<file path="config.mk">
export PLATFORM = sky130hd
export DESIGN_NAME = repeating_countdown_timer_with_alarm
export DESIGN_NICKNAME = d
export VERILOG_FILES = /design/src/rtl/rcta_pkg.sv /design/src/rtl/rcta_ctrl.sv /design/src/rtl/rcta_datapath.sv /design/src/rtl/repeating_countdown_timer_with_alarm.sv
export VERILOG_INCLUDE_DIRS = /design/src /design/src/rtl
export SDC_FILE = /design/constraint.sdc
export NUM_CORES = 1
export LEC_CHECK = 0
export BUFFER_PORTS_ARGS = -buffer_cell sky130_fd_sc_hd__buf_2
export CORE_MARGIN = 2
export CORE_UTILIZATION = 40
export CTS_BUF_LIST = sky130_fd_sc_hd__clkbuf_16
export CTS_CLUSTER_SIZE = 24
export DETAILED_ROUTE_END_ITERATION = 16
export PLACE_DENSITY = 0.61
export RECOVER_POWER = 50
export SKIP_LAST_GASP = 1
export SYNTH_ARGS = -nofsm -noshare
export SYNTH_HDL_FRONTEND = slang
export SYNTH_SLANG_ARGS = --single-unit
export TNS_END_PERCENT = 20
</file>
<file path="constraint.sdc">
create_clock -name clk -period 12.04 [get_ports clk]
set_input_delay 2.408 -clock clk [delete_from_list [all_inputs] [get_ports clk]]
set_output_delay 2.408 -clock clk [all_outputs]
set_load 0.01 [all_outputs]
</file>
<file path="src/rtl/assert_macros.svh">
// ----------------------------------------------------------------------------
// Assertion macros
// Shared concurrent assertion forms for the countdown timer RTL.
// ----------------------------------------------------------------------------
`ifndef ASSERT_MACROS_SVH
`define ASSERT_MACROS_SVH

// Same-cycle implication, disabled while reset is high.
`define RCTA_ASSERT_IMPL(lbl, clk_s, rst_s, ante, cons) \
  lbl: assert property (@(posedge clk_s) disable iff (rst_s) (ante) |-> (cons)) \
    else $error("same-cycle implication violated");

// Next-cycle implication, disabled while reset is high.
`define RCTA_ASSERT_NEXT(lbl, clk_s, rst_s, ante, cons) \
  lbl: assert property (@(posedge clk_s) disable iff (rst_s) (ante) |=> (cons)) \
    else $error("next-cycle implication violated");

`endif

</file>
<file path="src/rtl/rcta_pkg.sv">
// ----------------------------------------------------------------------------
// rcta_pkg
// Shared constants, codes, pattern tables and interface structs of the
// repeating countdown timer.
// ----------------------------------------------------------------------------
package rcta_pkg;

  localparam int PROGRESS_SPAN_DEF = 128;
  localparam int BEEP_WINDOW_DEF   = 1000;

  localparam int KIND_W    = 2;
  localparam int EL_W      = 29;
  localparam int DUR_S_W   = 19;
  localparam int REP_W     = 8;
  localparam int PROG_W    = 8;
  localparam int STEP_T_W  = 10;
  localparam int LSTEP_W   = 3;
  localparam int SSTEP_W   = 2;
  localparam int CFG_IDX_W = 1;
  localparam int MS_PER_SEC = 1000;

  localparam logic [LSTEP_W-1:0] LONG_LAST = 3'd5;

  typedef enum logic [KIND_W-1:0] {
    KIND_TICK  = 2'd0,
    KIND_START = 2'd1,
    KIND_STOP  = 2'd2,
    KIND_NOP   = 2'd3
  } kind_t;

  typedef enum logic [CFG_IDX_W-1:0] {
    REG_DURATION = 1'b0,
    REG_REPEAT   = 1'b1
  } reg_idx_t;

  // Controller to datapath commands.
  typedef struct packed {
    logic load_in;
    logic update;
    logic calc;
    logic div_step;
    logic out_load;
  } cmd_t;

  // Datapath to controller status.
  typedef struct packed {
    logic div_last;
    logic out_busy;
  } sts_t;

  // Length in ticks of each step of the short beep pattern.
  function automatic logic [STEP_T_W-1:0] short_len(input logic [SSTEP_W-1:0] s);
    logic [STEP_T_W-1:0] len;
    unique case (s)
      2'd0:    len = 10'd120;
      2'd1:    len = 10'd80;
      2'd2:    len = 10'd120;
      default: len = 10'd500;
    endcase
    return len;
  endfunction

  // Length in ticks of each step of the long alarm pattern (six steps).
  function automatic logic [STEP_T_W-1:0] long_len(input logic [LSTEP_W-1:0] s);
    logic [STEP_T_W-1:0] len;
    unique case (s) inside
      3'd0, 3'd1, 3'd6, 3'd7: len = 10'd40;
      3'd2, 3'd3:             len = 10'd80;
      3'd4:                   len = 10'd160;
      default:                len = 10'd800;
    endcase
    return len;
  endfunction

endpackage

</file>
<file path="src/rtl/rcta_ctrl.sv">
// ----------------------------------------------------------------------------
// rcta_ctrl
// Sequencer of the countdown timer: takes an item, steps the datapath
// through state update, result arithmetic and the progress divider.
// ----------------------------------------------------------------------------
`include "assert_macros.svh"

module rcta_ctrl import rcta_pkg::*; (
  input  logic clk,
  input  logic rst,
  input  logic in_valid,
  output logic in_ready,
  input  sts_t sts,
  output cmd_t cmd
);

  typedef enum logic [5:0] {
    S_IDLE = 6'b000001,
    S_LOAD = 6'b000010,
    S_UPD  = 6'b000100,
    S_CALC = 6'b001000,
    S_DIV  = 6'b010000,
    S_DONE = 6'b100000
  } state_t;

  state_t state;
  state_t state_next;

  always_ff @(posedge clk) begin
    if (rst) begin
      state <= S_IDLE;
    end else begin
      state <= state_next;
    end
  end

  always_comb begin
    state_next = state;
    cmd = '0;
    unique case (state)
      S_IDLE: begin
        cmd.load_in = in_valid;
        if (in_valid) begin
          state_next = S_LOAD;
        end
      end
      // The load state lets the registered millisecond duration settle after a register write.
      S_LOAD: state_next = S_UPD;
      S_UPD: begin
        cmd.update = 1'b1;
        state_next = S_CALC;
      end
      S_CALC: begin
        cmd.calc = 1'b1;
        state_next = S_DIV;
      end
      S_DIV: begin
        cmd.div_step = 1'b1;
        if (sts.div_last) begin
          state_next = S_DONE;
        end
      end
      S_DONE: begin
        if (!sts.out_busy) begin
          cmd.out_load = 1'b1;
          state_next = S_IDLE;
        end
      end
      default: state_next = S_IDLE;
    endcase
  end

  assign in_ready = (state == S_IDLE);

  `RCTA_ASSERT_NEXT(a_accept_starts, clk, rst, in_valid && in_ready, state == S_LOAD)
  `RCTA_ASSERT_NEXT(a_div_finishes, clk, rst, state == S_DIV && sts.div_last, state == S_DONE)
  `RCTA_ASSERT_IMPL(a_no_overwrite, clk, rst, cmd.out_load, !sts.out_busy)

endmodule

</file>
<file path="src/rtl/rcta_datapath.sv">
// ----------------------------------------------------------------------------
// rcta_datapath
// Timer state, beep pattern generators, configuration registers, the
// restoring progress divider and the output register.
// ----------------------------------------------------------------------------
`include "assert_macros.svh"

module rcta_datapath import rcta_pkg::*; #(
  parameter int PROGRESS_SPAN  = PROGRESS_SPAN_DEF,
  parameter int BEEP_WINDOW_MS = BEEP_WINDOW_DEF
) (
  input  logic                 clk,
  input  logic                 rst,
  input  cmd_t                 cmd,
  output sts_t                 sts,
  input  logic [KIND_W-1:0]    kind,
  input  logic                 tap,
  input  logic                 hold,
  input  logic                 cfg_valid,
  output logic                 cfg_ready,
  input  logic [CFG_IDX_W-1:0] cfg_index,
  input  logic [DUR_S_W-1:0]   cfg_data,
  output logic                 out_valid,
  input  logic                 out_ready,
  output logic [EL_W-1:0]      remaining_ms,
  output logic [PROG_W-1:0]    progress,
  output logic                 buzzer_on,
  output logic                 is_running,
  output logic                 alarm_active,
  output logic [REP_W-1:0]     runs_left
);

  localparam int QW   = $clog2(PROGRESS_SPAN + 1);
  localparam int NW   = EL_W + QW;
  localparam int CW   = (QW > 1) ? $clog2(QW) : 1;
  localparam int BW_W = $clog2(BEEP_WINDOW_MS + 2);
  localparam logic [BW_W-1:0] BW_VAL = BW_W'(BEEP_WINDOW_MS);

  // Configuration.
  logic [DUR_S_W-1:0] duration_seconds;
  logic [REP_W-1:0]   repeat_count;
  logic [EL_W-1:0]    dur_ms;

  // Latched item.
  kind_t kind_q;
  logic  tap_q;
  logic  hold_q;

  // Timer state.
  logic                running, running_next;
  logic [EL_W-1:0]     elapsed, elapsed_next;
  logic [REP_W-1:0]    repeats, repeats_next;
  logic                alarm_latched, alarm_next;
  logic [LSTEP_W-1:0]  long_step, long_step_next;
  logic [STEP_T_W-1:0] long_timer, long_timer_next;
  logic                short_beep_enabled, sbe_next;
  logic [SSTEP_W-1:0]  short_step, short_step_next;
  logic [STEP_T_W-1:0] short_timer, short_timer_next;
  logic [BW_W-1:0]     beep_timer, beep_timer_next;
  logic                buzzer_level, buzzer_next;
  logic                expire_final;

  logic [EL_W-1:0]     el_inc;
  logic [STEP_T_W-1:0] long_inc;
  logic [STEP_T_W-1:0] short_inc;

  // Result arithmetic.
  logic [EL_W-1:0] el_clamped;
  logic [EL_W-1:0] rem_q;
  logic            dur_zero_q;
  logic [NW-1:0]   num;
  logic [NW-1:0]   dsh;
  logic [QW-1:0]   quo;
  logic [CW-1:0]   cnt;
  logic            div_ge;

  assign cfg_ready = 1'b1;

  always_ff @(posedge clk) begin
    if (rst) begin
      duration_seconds <= '0;
      repeat_count     <= REP_W'(1);
    end else if (cfg_valid) begin
      unique case (reg_idx_t'(cfg_index))
        REG_DURATION: duration_seconds <= cfg_data;
        REG_REPEAT:   repeat_count     <= cfg_data[REP_W-1:0];
        default:      ;
      endcase
    end
  end

  always_ff @(posedge clk) begin
    dur_ms <= EL_W'(duration_seconds) * EL_W'(MS_PER_SEC);
  end

  always_ff @(posedge clk) begin
    if (cmd.load_in) begin
      kind_q <= kind_t'(kind);
      tap_q  <= tap;
      hold_q <= hold;
    end
  end

  assign el_inc    = elapsed + 1'b1;
  assign long_inc  = long_timer + 1'b1;
  assign short_inc = short_timer + 1'b1;

  always_comb begin
    running_next     = running;
    elapsed_next     = elapsed;
    repeats_next     = repeats;
    alarm_next       = alarm_latched;
    long_step_next   = long_step;
    long_timer_next  = long_timer;
    sbe_next         = short_beep_enabled;
    short_step_next  = short_step;
    short_timer_next = short_timer;
    beep_timer_next  = beep_timer;
    buzzer_next      = buzzer_level;
    expire_final     = 1'b0;
    if (cmd.update) begin
      if (alarm_latched) begin
        // While the alarm is latched only ticks matter; hold silences it.
        if (kind_q == KIND_TICK) begin
          if (hold_q) begin
            alarm_next      = 1'b0;
            long_step_next  = '0;
            long_timer_next = '0;
            buzzer_next     = 1'b0;
          end else if (long_inc >= long_len(long_step)) begin
            long_timer_next = '0;
            long_step_next  = (long_step == LONG_LAST) ? '0 : long_step + 1'b1;
            buzzer_next     = ~long_step_next[0];
          end else begin
            long_timer_next = long_inc;
          end
        end
      end else begin
        case (kind_q)
          KIND_TICK: begin
            if (beep_timer <= BW_VAL) begin
              beep_timer_next = beep_timer + 1'b1;
            end
            running_next = running ^ tap_q;
            if (running_next) begin
              if (el_inc >= dur_ms) begin
                elapsed_next = '0;
                if (repeats > REP_W'(1)) begin
                  repeats_next    = repeats - 1'b1;
                  sbe_next        = 1'b1;
                  beep_timer_next = '0;
                end else begin
                  running_next    = 1'b0;
                  alarm_next      = 1'b1;
                  sbe_next        = 1'b0;
                  long_step_next  = '0;
                  long_timer_next = '0;
                  buzzer_next     = 1'b0;
                  expire_final    = 1'b1;
                end
              end else begin
                elapsed_next = el_inc;
              end
            end
            // The final expiry leaves the short pattern where it stood.
            if (!expire_final) begin
              if (!sbe_next) begin
                buzzer_next      = 1'b0;
                short_step_next  = '0;
                short_timer_next = '0;
              end else if (short_inc >= short_len(short_step)) begin
                short_timer_next = '0;
                short_step_next  = short_step + 1'b1;
                buzzer_next      = ~short_step_next[0];
              end else begin
                short_timer_next = short_inc;
              end
              if (beep_timer_next > BW_VAL) begin
                sbe_next = 1'b0;
              end
            end
          end
          KIND_START: begin
            elapsed_next = '0;
            repeats_next = repeat_count;
            running_next = 1'b1;
          end
          KIND_STOP: begin
            running_next = 1'b0;
            elapsed_next = '0;
          end
          default: ;
        endcase
      end
    end
  end

  always_ff @(posedge clk) begin
    if (rst) begin
      running            <= 1'b0;
      elapsed            <= '0;
      repeats            <= '0;
      alarm_latched      <= 1'b0;
      long_step          <= '0;
      long_timer         <= '0;
      short_beep_enabled <= 1'b1;
      short_step         <= '0;
      short_timer        <= '0;
      beep_timer         <= '0;
      buzzer_level       <= 1'b0;
    end else begin
      running            <= running_next;
      elapsed            <= elapsed_next;
      repeats            <= repeats_next;
      alarm_latched      <= alarm_next;
      long_step          <= long_step_next;
      long_timer         <= long_timer_next;
      short_beep_enabled <= sbe_next;
      short_step         <= short_step_next;
      short_timer        <= short_timer_next;
      beep_timer         <= beep_timer_next;
      buzzer_level       <= buzzer_next;
    end
  end

  // Elapsed is clamped to the duration, so the quotient never exceeds the
  // span and QW quotient bits are enough.
  assign el_clamped = (elapsed > dur_ms) ? dur_ms : elapsed;
  assign div_ge     = (num >= dsh);

  always_ff @(posedge clk) begin
    if (cmd.calc) begin
      rem_q      <= (dur_ms > elapsed) ? dur_ms - elapsed : '0;
      dur_zero_q <= (dur_ms == '0);
      num        <= NW'(el_clamped) * NW'(PROGRESS_SPAN);
      dsh        <= NW'(dur_ms) << (QW - 1);
      quo        <= '0;
      cnt        <= CW'(QW - 1);
    end else if (cmd.div_step) begin
      if (div_ge) begin
        num <= num - dsh;
      end
      quo <= (quo << 1) | QW'(div_ge);
      dsh <= dsh >> 1;
      cnt <= cnt - 1'b1;
    end
  end

  assign sts.div_last = (cnt == '0);
  assign sts.out_busy = out_valid && !out_ready;

  always_ff @(posedge clk) begin
    if (rst) begin
      out_valid <= 1'b0;
    end else if (cmd.out_load) begin
      out_valid <= 1'b1;
    end else if (out_ready) begin
      out_valid <= 1'b0;
    end
  end

  always_ff @(posedge clk) begin
    if (cmd.out_load) begin
      remaining_ms <= rem_q;
      progress     <= dur_zero_q ? '0 : PROG_W'(quo);
      buzzer_on    <= buzzer_level;
      is_running   <= running;
      alarm_active <= alarm_latched;
      runs_left    <= repeats;
    end
  end

  `RCTA_ASSERT_IMPL(a_alarm_stops, clk, rst, alarm_latched, !running)
  `RCTA_ASSERT_IMPL(a_alarm_quiets_short, clk, rst, alarm_latched, !short_beep_enabled)
  `RCTA_ASSERT_NEXT(a_result_shown, clk, rst, cmd.out_load, out_valid)

endmodule

</file>
<file path="src/rtl/repeating_countdown_timer_with_alarm.sv">
// ----------------------------------------------------------------------------
// repeating_countdown_timer_with_alarm
// Top level: millisecond-tick countdown timer with repeats, short beep and
// latched long alarm.
// ----------------------------------------------------------------------------
// Each accepted item (tick, start, stop or no-op) yields exactly one result.
// An item steps through the load, update and result arithmetic states and the
// restoring progress divider, with QW = clog2(PROGRESS_SPAN + 1) quotient
// bits (one quotient bit per cycle, eight at the default span). Its result
// is loaded into the output register once the previous one has been taken,
// and only then is the next item accepted. A finished result waits in the
// output register while the next item is processed. Configuration writes are
// taken at any time but must only be issued while the timer is idle.
// ----------------------------------------------------------------------------
module repeating_countdown_timer_with_alarm import rcta_pkg::*; #(
  parameter int PROGRESS_SPAN  = PROGRESS_SPAN_DEF,
  parameter int BEEP_WINDOW_MS = BEEP_WINDOW_DEF
) (
  input  logic                 clk,
  input  logic                 rst,
  input  logic                 in_valid,
  output logic                 in_ready,
  input  logic [KIND_W-1:0]    kind,
  input  logic                 tap,
  input  logic                 hold,
  output logic                 out_valid,
  input  logic                 out_ready,
  output logic [EL_W-1:0]      remaining_ms,
  output logic [PROG_W-1:0]    progress,
  output logic                 buzzer_on,
  output logic                 is_running,
  output logic                 alarm_active,
  output logic [REP_W-1:0]     runs_left,
  input  logic                 cfg_valid,
  output logic                 cfg_ready,
  input  logic [CFG_IDX_W-1:0] cfg_index,
  input  logic [DUR_S_W-1:0]   cfg_data
);

  cmd_t cmd;
  sts_t sts;

  rcta_ctrl u_ctrl (
    .clk      (clk),
    .rst      (rst),
    .in_valid (in_valid),
    .in_ready (in_ready),
    .sts      (sts),
    .cmd      (cmd)
  );

  rcta_datapath #(
    .PROGRESS_SPAN  (PROGRESS_SPAN),
    .BEEP_WINDOW_MS (BEEP_WINDOW_MS)
  ) u_datapath (
    .clk          (clk),
    .rst          (rst),
    .cmd          (cmd),
    .sts          (sts),
    .kind         (kind),
    .tap          (tap),
    .hold         (hold),
    .cfg_valid    (cfg_valid),
    .cfg_ready    (cfg_ready),
    .cfg_index    (cfg_index),
    .cfg_data     (cfg_data),
    .out_valid    (out_valid),
    .out_ready    (out_ready),
    .remaining_ms (remaining_ms),
    .progress     (progress),
    .buzzer_on    (buzzer_on),
    .is_running   (is_running),
    .alarm_active (alarm_active),
    .runs_left    (runs_left)
  );

endmodule
</file>
==> impl_metrics.env <==
export IMPL_outcome="finished, violations left"
export IMPL_violations="capacitance limit, slew limit"
export IMPL_critPathLaunchType="input pin"
export IMPL_period_needed_ps=6330
export IMPL_wirelength_um=47400
export IMPL_cts_resized=0
export IMPL_drc=0
export IMPL_path_class="input pin to register"
export IMPL_wl_met1_um=21300
export IMPL_dr_max_layer_used="met4"
export IMPL_vias=15500
export IMPL_crit_fanout=98
export IMPL_ant_nets=0
export IMPL_design_area_um2=22000
export IMPL_core_um2=49000
export IMPL_clock_skew_ps=21.0
export IMPL_grt_overflow_total=0
export IMPL_arrival_ps=6770
export IMPL_max_cap_violations=4
export IMPL_dieArea_um2=51500
export IMPL_slew_violations=239
export IMPL_post_cts_buffers=0
export IMPL_hold_class="register to register"
export IMPL_synth_nets=2410
export IMPL_layout_drive_gt1_share_pct=7.12
export IMPL_fmax_mhz=158
export IMPL_antenna_found_initial=0
export IMPL_async_flop_share_pct=0
export IMPL_cp_end_kind="register"
export IMPL_finalNetCount=2466
export IMPL_finalSetupTns_ps=0
export IMPL_rr_endpoint="u_datapath.num[7]$_DFFE_PP_"
export IMPL_hold_end="u_datapath.remaining_ms[0]$_DFFE_PP_"
export IMPL_power_density_nw_per_um2=153
export IMPL_setup_viol=0
export IMPL_cts_tree="built"
export IMPL_grt_max_degree=99
export IMPL_synth_edff_count=137
export IMPL_place_ws_ps=6970
export IMPL_die_w_um=227
export IMPL_relSlewSlack_pct=-218
export IMPL_num_rows=81
export IMPL_synth_flop_cell="dfxtp_1"
export IMPL_place_gp_congestion=0.858
export IMPL_ctsHoldBuffers=0
export IMPL_cts_max_path_buffers=3
export IMPL_path_clk_slew_ps=60
export IMPL_grt_pass1_vias=15400
export IMPL_portBuffers=78
export IMPL_clock_latency_ps=560
export IMPL_syn_area_per_cell_um2=9.31
export IMPL_place_detailed_hpwl_um=35100
export IMPL_initial_core_util_pct=40.6
export IMPL_startpoint="rst"
export IMPL_p_leak_nw=8.82
export IMPL_wl_met2_um=23000
export IMPL_layout_cells_non_filler=2883
export IMPL_tightest_slew_ps=4770
export IMPL_met3_length_um=1920
export IMPL_fill_cells=4732
export IMPL_rrSetupSlack_ps=6370
export IMPL_synthesis_instances=2134
export IMPL_grt_pass1_wl_um=77900
export IMPL_routed_via_density=5.37
export IMPL_ir_drop_v=0.0000922
export IMPL_netlist_area_um2=19900
export IMPL_track_usage_pct=18.7
export IMPL_yosys_cell_types_count=84
export IMPL_tritoncts_num_buffers=38
export IMPL_placed_cell_area_um2=20900
export IMPL_min_path_cells=0
export IMPL_firstDrtPassIters=6
export IMPL_yosysSeqAreaShare_pct=37.3
export IMPL_rsz0062_at_grt="false"
export IMPL_chipHeight_um=227
export IMPL_hold_viol=0
export IMPL_post_route_period_util_pct=52.6
export IMPL_syn2layout_area_growth_pct=11.0
export IMPL_h_tree_depth=2
export IMPL_placedCellCount=2814
export IMPL_layout_setup_ws_ps=5710
export IMPL_holdCritStartpoint="u_datapath.rem_q[0]$_SDFFCE_PP0P_"
export IMPL_clock_root_buffer="clkbuf_16"
export IMPL_routedWlPerCell_um=16.4
export IMPL_io_pins=80
export IMPL_reg2regPathDepth=7
export IMPL_ys_ff_latch=302
export IMPL_rr_startpoint="u_ctrl.state[5]$_SDFFE_PP0P_"
export IMPL_total_power_mw=3.37
export IMPL_crit_required_ps=12480
export IMPL_ys_warn_count=0
export IMPL_drtIter0Drc=840
export IMPL_clkSinkCount=302
-- final cells by class --
type,instances,area (um^2),area share [%]
Clock inverter,28,219,0.993
Inverter,226,848,3.85
Timing Repair Buffer,94,480,2.18
Antenna cell,1,2.50,0.0114
Clock buffer,40,1000,4.54
Tap cell,664,831,3.77
Sequential cell,302,7420,33.6
Multi-Input combinational cell,1528,11200,51.0
-- flip-flops by register name, indices dropped and copies added (netlist names), 10 cells and up --
| register | count |
|---|---|
| u_datapath.duration_seconds | 19 |
| u_datapath.dsh | 36 |
| u_datapath.remaining_ms | 29 |
| u_datapath.rem_q | 29 |
| u_datapath.dur_ms | 26 |
| u_datapath.beep_timer | 10 |
| u_datapath.elapsed | 29 |
| u_datapath.num | 37 |
| u_datapath.short_timer | 10 |
| u_datapath.long_timer | 10 |
-- cell usage in the layout, fill, tap and decap left out, types with 20 or more instances in the layout --
master,instances
nand2b_1,22
a21oi_1,154
fa_1,67
mux2i_1,31
inv_1,233
dfxtp_1,165
nor3_1,38
clkbuf_16,40
o22ai_1,53
nand3_1,68
xnor2_1,86
nor2_1,156
nor2b_1,23
nor4_1,21
nand2_1,175
ha_1,180
a22oi_1,20
buf_2,66
and3_1,21
xor2_1,38
edfxtp_1,137
o21ai_0,89
a21o_1,46
nand4_1,26
-- kinds of logic (layout without fill, tap and decap cells) --
family	count (synthesis)	count (layout)	share of synthesized area, %
AND/OR/NAND/NOR	615	615	15.0
adder cells (fa/ha/maj)	247	247	18.1
multiplexers	32	32	1.62
buffers and inverters	304	388	6.05
XOR/XNOR	124	124	5.47
other	1	2	0.0189
AO/OA/AOI/OAI	509	509	16.4
flip-flops	302	302	37.3
-- report_power, final --
group / internal (mW) / leakage (nW) / switching [mW]
Combinational: 0.409 / 5.66 / 0.585
Sequential: 1.16 / 2.53 / 0.0926
Clock: 0.665 / 0.625 / 0.455
-- Yosys cell counts, types with 5 or more instances --
master / n / area (um^2)
nor4_1: 21 / 131
a31oi_1: 14 / 87.6
and2_1: 6 / 37.5
nand3b_1: 9 / 67.6
o211ai_1: 11 / 82.6
nor3b_1: 14 / 105
a21o_1: 46 / 345
buf_1: 7 / 26.3
clkbuf_1: 54 / 203
o21a_1: 11 / 82.6
nor2b_1: 23 / 144
o31ai_1: 8 / 60.1
nand2b_1: 22 / 138
or2_2: 10 / 62.6
o22ai_1: 53 / 332
edfxtp_1: 137 / 4110
nor3_1: 38 / 190
nor2_1: 156 / 586
o41ai_1: 5 / 43.8
mux2i_1: 31 / 310
inv_1: 225 / 845
nand4_1: 26 / 163
a22o_1: 5 / 43.8
fa_1: 67 / 1340
nand2_1: 175 / 657
and3_1: 21 / 131
dfxtp_1: 165 / 3300
o21ai_0: 89 / 445
xor2_1: 38 / 333
a22oi_1: 20 / 150
or3_1: 10 / 62.6
a211oi_1: 12 / 90.1
a311oi_1: 15 / 131
a21oi_1: 154 / 771
buf_6: 5 / 56.3
nand3_1: 68 / 340
o2111ai_1: 5 / 43.8
xnor2_1: 86 / 753
ha_1: 180 / 2250
o21bai_1: 8 / 60.1
buf_2: 9 / 45.0
-- critical path: stages --
cell,delay (ps)
clkbuf_1,330
clkbuf_1,3350
nor4b_1,210
a32o_1,390
-- per-stage QoR --
step / utilization, % / hold WS (ps)
floorplan: - / 400
global placement: 42.7 / 403
detailed placement: 42.7 / 405
CTS: 45.2 / 419
global route: 45.0 / 423
finish: 45.0 / 417
-- how the worst max path moves through the flow --
stage	endpoint	cells after the start
5_1_grt	u_datapath.short_timer[3]$_SDFFE_PP0P_	4
4_1_cts	u_datapath.dur_ms[25]$_DFF_P_	16
3_3_place_gp	u_datapath.dur_ms[25]$_DFF_P_	16
2_1_floorplan	u_datapath.alarm_active$_DFFE_PP_	2
6_report	u_datapath.short_timer[3]$_SDFFE_PP0P_	4
3_5_place_dp	u_datapath.dur_ms[25]$_DFF_P_	16
-- per-layer routing --
layer	up-vias	track usage [%]
li1	7673	-
met1	7463	23.8
met2	268	32.2
met3	78	3.12
met4	0	6.43
met5	-	0
Power figures use the tool's default switching activity.
